==> src/rtl/slq_pkg.sv <==
// ---------------------------------------------------------------------------
// slq_pkg
// Shared types and constants of the quake trigger unit.
// ---------------------------------------------------------------------------
package slq_pkg;
    localparam int AXIS_W  = 14;
    localparam int MAG_W   = 15;
    localparam int RATIO_W = 19;
    localparam int PCT_W   = 7;
    localparam int LEN_W   = 11;
    localparam int THR_W   = 10;
    localparam int ADDR_W  = 5;

    localparam logic [ADDR_W-1:0] REG_BIAS_X    = 5'd0;
    localparam logic [ADDR_W-1:0] REG_BIAS_Y    = 5'd4;
    localparam logic [ADDR_W-1:0] REG_BIAS_Z    = 5'd8;
    localparam logic [ADDR_W-1:0] REG_SHORT_LEN = 5'd12;
    localparam logic [ADDR_W-1:0] REG_LONG_LEN  = 5'd16;
    localparam logic [ADDR_W-1:0] REG_ON_THR    = 5'd20;
    localparam logic [ADDR_W-1:0] REG_OFF_THR   = 5'd24;
    localparam logic [ADDR_W-1:0] REG_MID_PCT   = 5'd28;

    typedef enum logic [3:0] {
        ST_CLEAR, ST_IDLE, ST_SQRT, ST_WRITE, ST_SUM, ST_DRAIN,
        ST_DIV_S, ST_DIV_L, ST_DIV_Z, ST_DIV_R, ST_DIV_ZR, ST_DONE, ST_OUT
    } slq_state_t;

    // divider control
    typedef struct packed {
        logic        start;
        logic [31:0] num;
        logic [31:0] den;
    } slq_div_req_t;

    typedef struct packed {
        logic        busy;
        logic        done;
        logic [31:0] quo;
    } slq_div_rsp_t;
endpackage

==> src/rtl/slq_divider.sv <==
// ---------------------------------------------------------------------------
// slq_divider
// Restoring divider, one quotient bit per cycle, shared by all quotients.
// ---------------------------------------------------------------------------
module slq_divider (
    input  logic                  clk,
    input  logic                  rst_n,
    input  slq_pkg::slq_div_req_t req,
    output slq_pkg::slq_div_rsp_t rsp
);
    import slq_pkg::*;

    logic [31:0] quo_reg, quo_next;
    logic [31:0] rem_reg, rem_next;
    logic [31:0] den_reg, den_next;
    logic [5:0]  cnt_reg, cnt_next;
    logic        busy_reg, busy_next;
    logic        done_reg, done_next;
    logic [32:0] trial;

    always_comb
    begin
        trial     = {rem_reg, quo_reg[31]};
        quo_next  = quo_reg;
        rem_next  = rem_reg;
        den_next  = den_reg;
        cnt_next  = cnt_reg;
        busy_next = busy_reg;
        done_next = 1'b0;
        if (req.start)
        begin
            quo_next  = req.num;
            rem_next  = '0;
            den_next  = req.den;
            cnt_next  = 6'd32;
            busy_next = 1'b1;
        end
        else if (busy_reg)
        begin
            // shift in the next numerator bit, subtract when it fits
            if (trial >= {1'b0, den_reg})
            begin
                rem_next = 32'(trial - {1'b0, den_reg});
                quo_next = {quo_reg[30:0], 1'b1};
            end
            else
            begin
                rem_next = trial[31:0];
                quo_next = {quo_reg[30:0], 1'b0};
            end
            cnt_next = cnt_reg - 6'd1;
            if (cnt_reg == 6'd1)
            begin
                busy_next = 1'b0;
                done_next = 1'b1;
            end
        end
    end

    always_ff @(posedge clk or negedge rst_n)
    begin
        if (!rst_n)
        begin
            busy_reg <= 1'b0;
            done_reg <= 1'b0;
            cnt_reg  <= '0;
        end
        else
        begin
            busy_reg <= busy_next;
            done_reg <= done_next;
            cnt_reg  <= cnt_next;
        end
    end

    always_ff @(posedge clk)
    begin
        quo_reg <= quo_next;
        rem_reg <= rem_next;
        den_reg <= den_next;
    end

    assign rsp.busy = busy_reg;
    assign rsp.done = done_reg;
    assign rsp.quo  = quo_reg;
endmodule

==> config.mk <==
export PLATFORM = sky130hd
export DESIGN_NAME = slq_divider
export DESIGN_NICKNAME = d
export VERILOG_FILES = /design/src/rtl/slq_pkg.sv /design/src/rtl/slq_divider.sv
export SDC_FILE = /design/constraint.sdc
export NUM_CORES = 1
export LEC_CHECK = 0
export BUFFER_PORTS_ARGS = -buffer_cell sky130_fd_sc_hd__clkbuf_2
export CAP_MARGIN = 20
export CORE_ASPECT_RATIO = 0.6
export CORE_MARGIN = 4
export CORE_UTILIZATION = 51
export DETAILED_ROUTE_END_ITERATION = 10
export PLACE_DENSITY_LB_ADDON = 0.12
export SLEW_MARGIN = 20
export SYNTH_ARGS = -nofsm -noshare
export SYNTH_HDL_FRONTEND = slang
export SYNTH_SLANG_ARGS = --single-unit
==> constraint.sdc <==
create_clock -name clk -period 2.64 [get_ports clk]
set_input_delay 0.528 -clock clk [delete_from_list [all_inputs] [get_ports clk]]
set_output_delay 0.528 -clock clk [all_outputs]
set_load 0.02 [all_outputs]
## Yosys cells after proc, flatten, opt, wreduce, memory -nomap -nowiden

Index checks and enable logic that the tools add are counted.

- Input port bits: 67
- Flip-flop bits (word level): 104

- Add/sub/neg operators: 2
- Eq/ne operators: 1
- $lt $le $gt $ge: 1
- Multiplexer cells: 12
- Reduce and logical (&&, ||, !) cells: 1

Operators with widths:

| kind | count |
|---|---|
| 32-bit 2-to-1 mux | 3 |
| 33-bit by 32-bit >= comparator with 1-bit output | 1 |
| 32-bit subtractor | 1 |
| 6-bit 2-to-1 mux | 2 |
| 1-bit 2-to-1 mux | 7 |
| 6-bit by 1-bit == test with 1-bit output (second input constant) | 1 |
| 6-bit by 1-bit subtractor with 6-bit output (second input constant) | 1 |
| 2-bit nonzero test | 1 |

## Longest topological paths before layout

- Depth after elaboration: 4
- Mapped depth: 14
- Mapped depth without buffers: 12

## Worst setup path before layout

OpenSTA, ideal clock, no wires.

- Path kind: flip-flop to flip-flop
- Start point: register quo_reg[31]
- End point: register rem_reg[20]
- Stages on the path, launching flop included: 13
- Setup slack: -194 ps
- Required time: 2561 ps
- Arrival time: 2754 ps
- Library setup time: 79 ps
- Clock period less this slack: 2834 ps
- Path buffers: 0
- Path through: edfxtp_1 > inv_1 > ha_1 > fa_1 > and2b_1 > o2111ai_1 > a21oi_2 > o21bai_1 > a311o_1 > o31ai_2 > xor2_1 > mux2i_1 > a211oi_2

- Word-level cells in the longest chain between the ends: 2
- Elaborated cells on any way between the ends: 3
- Those cells by class: 1 x add/sub; 1 x order compare; 1 x mux

Ends and longest elaborated chain:

| element | line | text |
|---|---|---|
| start: declaration | slq_divider.sv:13 | `logic [31:0] quo_reg, quo_next;` |
| start signal: assignment | slq_divider.sv:78 | `quo_reg <= quo_next;` |
| 32-bit subtractor or 33-bit by 32-bit >= comparator with 1-bit output (tied branches) | slq_divider.sv:43, slq_divider.sv:41 |  |
| 32-bit 2-to-1 mux * | slq_divider.sv:41 | `if (trial >= {1'b0, den_reg})` |
| end signal: assignment | slq_divider.sv:79 | `rem_reg <= rem_next;` |
| end: declaration | slq_divider.sv:14 | `logic [31:0] rem_reg, rem_next;` |

Mark *: on every way between the ends. The rest lies on a longest branch, timed or not.
A chain may end at the register's enable or synchronous reset.

## Worst setup path in the final report

- Start point: register den_reg[0]
- End point: register rem_reg[24]

- Word-level cells in the longest chain between the ends: 2
- Elaborated cells on any way between the ends: 3
- Those cells by class: 1 x add/sub; 1 x order compare; 1 x mux

Ends and longest elaborated chain:

| element | line | text |
|---|---|---|
| start: declaration | slq_divider.sv:15 | `logic [31:0] den_reg, den_next;` |
| start signal: assignment | slq_divider.sv:80 | `den_reg <= den_next;` |
| 32-bit subtractor or 33-bit by 32-bit >= comparator with 1-bit output (tied branches) | slq_divider.sv:43, slq_divider.sv:41 |  |
| 32-bit 2-to-1 mux * | slq_divider.sv:41 |  |

Marked as above.

==> summary.md <==
| Metric | Value |
|---|---|
| Clk_lat worst skew | 0.35 ns |
| CTS tree | yes |
| TritonCTS Buffers | 9 |
| Cell Area, Placed | just under 7000 um2 |
| Syn avg cell area | 10.55 um2 |
| Synthesized flop and latch total | approximately 100 |
| Clock slew at reported path FFs | 0.07 ns |
| Area Growth Syn to Fin | 23.93% |
| # IOs | roughly 100 |
| Core Box Area | 11370 um2 |
| Crit share post-route | 105.0% |
| Critical path type | reg2reg |
| HPWL after detailed placement | around 9.5 mm |
| Largest net degree at the start of global routing | 37 |
| Final Power | between 7 and 8 mW |
| Vias | about 4600 |
| Final worst slack | -0.1324 ns |
| Sequential element share of the synthesized area | between 40% and 50% |
| Largest delay share family, worst path | compound AO/OA/AOI/OAI gates |
| Post-synth EDFFs | 64 |
| Diodes inserted | 0 |
| CP bufs+invs | 2 |
| Worst slew pin tran | about 0.64 ns |
| Crit path time final | 2.772 ns |
| Initial Util | 52.51% |
| DRC | 0 |
| Synth cell types | between 50 and 60 |
| Maximum buffer depth of the clock tree | 2 |
| PwrDens | between 1000 and 1500 nW/um2 |
| First-pass GRT wire length | between 20 and 25 mm |
| Syn Inst Count | ~570 |
| Die Area | 13560 um2 |
| Max Clk Rate | ~0.36 GHz |
| Critical Path RT | roughly 2.9 ns |
| PortBufs | 100 |
| FP Rows | 30 |
| Critical path endpoint category | register |
| CP cell instances | ha_2 > fa_2 > and2b_1 > o2111ai_2 > a21oi_2 > o21bai_1 > buf_4 > o21bai_1 > buf_4 > a211oi_2 > xnor2_1 > mux2i_1 > a211oi_2 |
| Final nets | 799 |
| Grt total ovfl | 0 |
| Max Slew Vio Count | 0 |
| Final Hold Vio Count | 0 |
| Hold WC Path Type | in2async |
| Fin util | 65.07% |
| Clock H-tree levels | 3 |
| Critical Path Fanout Max | 3 |
| Status | complete, but fails checks |
| Die Ht | between 90 and 100 um |
| Slowest cell on crit path | edfxtp_1 |
| Initial antenna violation count | 0 |
| Maximum vdd drop | 0.0005235 V |
| Sink Count | 104 |
| Clk root buf | clkbuf_16 |
| Ys Warns | 0 |
| Failing checks | negative setup slack |
| Leakage Power | between 3 and 4 nW |
| # setup viols final | 5 |
| Clock skew | a little under 0.006 ns |
| Design area | between 7000 and 8000 um2 |
| WL per Instance | 14.83 um |
| # fillers | between 800 and 900 |
| RSZ-0062 raised after global routing | true |
| Post-DR vias/cell | about 5.3 |
| Mapped Area | about 6000 um2 |
| Post-Route WL | 12.79 mm |
| Layout cells sized above 1 | between 30% and 40% |
| Worst slack at placement | -0.1356 ns |
| Chip width | between 100 and 150 um |
| First-pass iteration count of the detailed router | 5 |
| RD Place Congestion | between 0.8 and 0.9 |
| Number of global-route vias before repair | between 4000 and 5000 |
| Initial DRC Count | 334 |
| Worst path arrival time | between 3 and 4 ns |
| Dominant synthesized flop cell | edfxtp_1 |
| Max-cap viol count | 0 |
| Routed Antenna Nets | 0 |
| Crit path launch type | register |
| CP max stage delay | roughly 0.37 ns |
| Setup_tns | -0.3717 ns |
| Net Count, Synth | 668 |
| CTS Hold Buffers Added | 0 |
| Gr usage total | 19.16% |
| Post-synth ARST share | around 7.7% |
| Relative slew slack | roughly 57% |
-- report_power, final --
| part | internal [mW] | leakage, nW | switching [mW] |
|---|---|---|---|
| clock network | 0.711 | 0.143 | 0.607 |
| registers | 2.13 | 1.01 | 0.266 |
| logic | 1.78 | 2.10 | 1.96 |
| total | 4.62 | 3.26 | 2.83 |
-- layer usage --
layer | vias up | routed length, um | GRT usage (%)
met2 | 92 | 5585 | 28.56
met5 | - | 0 | 0
met4 | 0 | 129 | 4.419
met1 | 2177 | 6497 | 28.38
li1 | 2319 | - | -
met3 | 11 | 575 | 4.346
-- path summary, 6_finish.rpt --
| path | startpoint | slack [ns] | end | cells after the start |
|---|---|---|---|---|
| worst max-delay path | den_reg[0] | -0.13 | rem_reg[24] | 13 |
| worst min-delay path | rst_n | 0.01 | cnt_reg[0] | 1 |
| worst max register to register | den_reg[0] | -0.13 | rem_reg[24] | 13 |
| worst min register to register | rem_reg[1] | 0.50 | rem_reg[1] | 2 |
| max in group asynchronous | rst_n | 2.43 | busy_reg | 1 |
| min in group clk | req[18] | 0.35 | den_reg[18] | 1 |
-- per-stage QoR --
step | hold WS [ns] | cells
global route | 0.01180 | 862
floorplan | 0.2324 | 566
finish | 0.01287 | 862
global placement | 0.3830 | 839
detailed placement | 0.3855 | 839
CTS | 0.009940 | 859
-- cell families (layout without fill, tap and decap cells) --
logic type                 count (synthesis)  count (layout)  synth area share [%]
AOI/OAI and AO/OA                        129             129                 14.69
xor gates and xnor gates                  31              31                 4.546
adders and majority gates                 35              35                 7.459
buffers and inverters                     68             204                 5.489
DFF                                      104             104                 46.26
muxes                                     55              55                 9.889
and+or+nand+nor                          144             144                 11.67
-- cells in the final DEF (no fill, tap or decap), types with 4 or more instances in the layout --
| master | n |
|---|---|
| nand2b_1 | 7 |
| a21oi_1 | 31 |
| nor3b_1 | 6 |
| xor2_1 | 11 |
| nor2_1 | 48 |
| dfrtp_1 | 7 |
| clkbuf_2 | 99 |
| nor2b_1 | 5 |
| ha_1 | 30 |
| xnor2_1 | 16 |
| mux2i_1 | 23 |
| a211oi_1 | 22 |
| o21ai_0 | 12 |
| a21oi_2 | 4 |
| o21bai_1 | 7 |
| o21ai_1 | 6 |
| dfxtp_1 | 32 |
| edfxtp_1 | 64 |
| inv_1 | 40 |
| nand4_1 | 7 |
| a211o_1 | 5 |
| nand2_1 | 35 |
| mux2_2 | 32 |
| nor3_1 | 9 |
| o21a_1 | 4 |
| buf_4 | 45 |
| a211oi_2 | 8 |
| clkbuf_16 | 10 |
| nand3_1 | 6 |
| a21o_1 | 7 |
-- synth_stat cells (all sizes together) (14+ instances only) --
cell type / count / share of area (%)
a21oi: 35 / 3.1
buf: 14 / 2.1
mux2: 32 / 6.0
dfxtp: 32 / 11
nand2: 36 / 2.3
xnor2: 18 / 2.6
nor2: 48 / 3.0
ha: 34 / 7.1
mux2i: 23 / 3.9
o21ai: 20 / 1.7
inv: 40 / 2.5
edfxtp: 64 / 32
a211oi: 30 / 3.9
clkbuf: 14 / 0.88
-- final cells by class --
type / count / area [um2] / area share, %
Tap cell: 160 / 200.2 / 2.705
Timing Repair Buffer: 148 / 904.6 / 12.22
Inverter: 40 / 150.1 / 2.029
Multi-Input combinational cell: 394 / 3083 / 41.66
Clock inverter: 5 / 45.04 / 0.6086
Clock buffer: 11 / 254.0 / 3.432
Sequential cell: 104 / 2764 / 37.35
-- what timing repair did --
| action | in CTS | in global routing |
|---|---|---|
| buffers inserted | 4 | 4 |
| gates resized for setup | 9 | 31 |
| endpoints found under the hold margin | 0 | 0 |
| gates cloned | 0 | 0 |
| pin swaps | 11 | 14 |
| setup endpoints to repair | 16 | 32 |
Note: power is estimated with default switching activity, not from simulation.
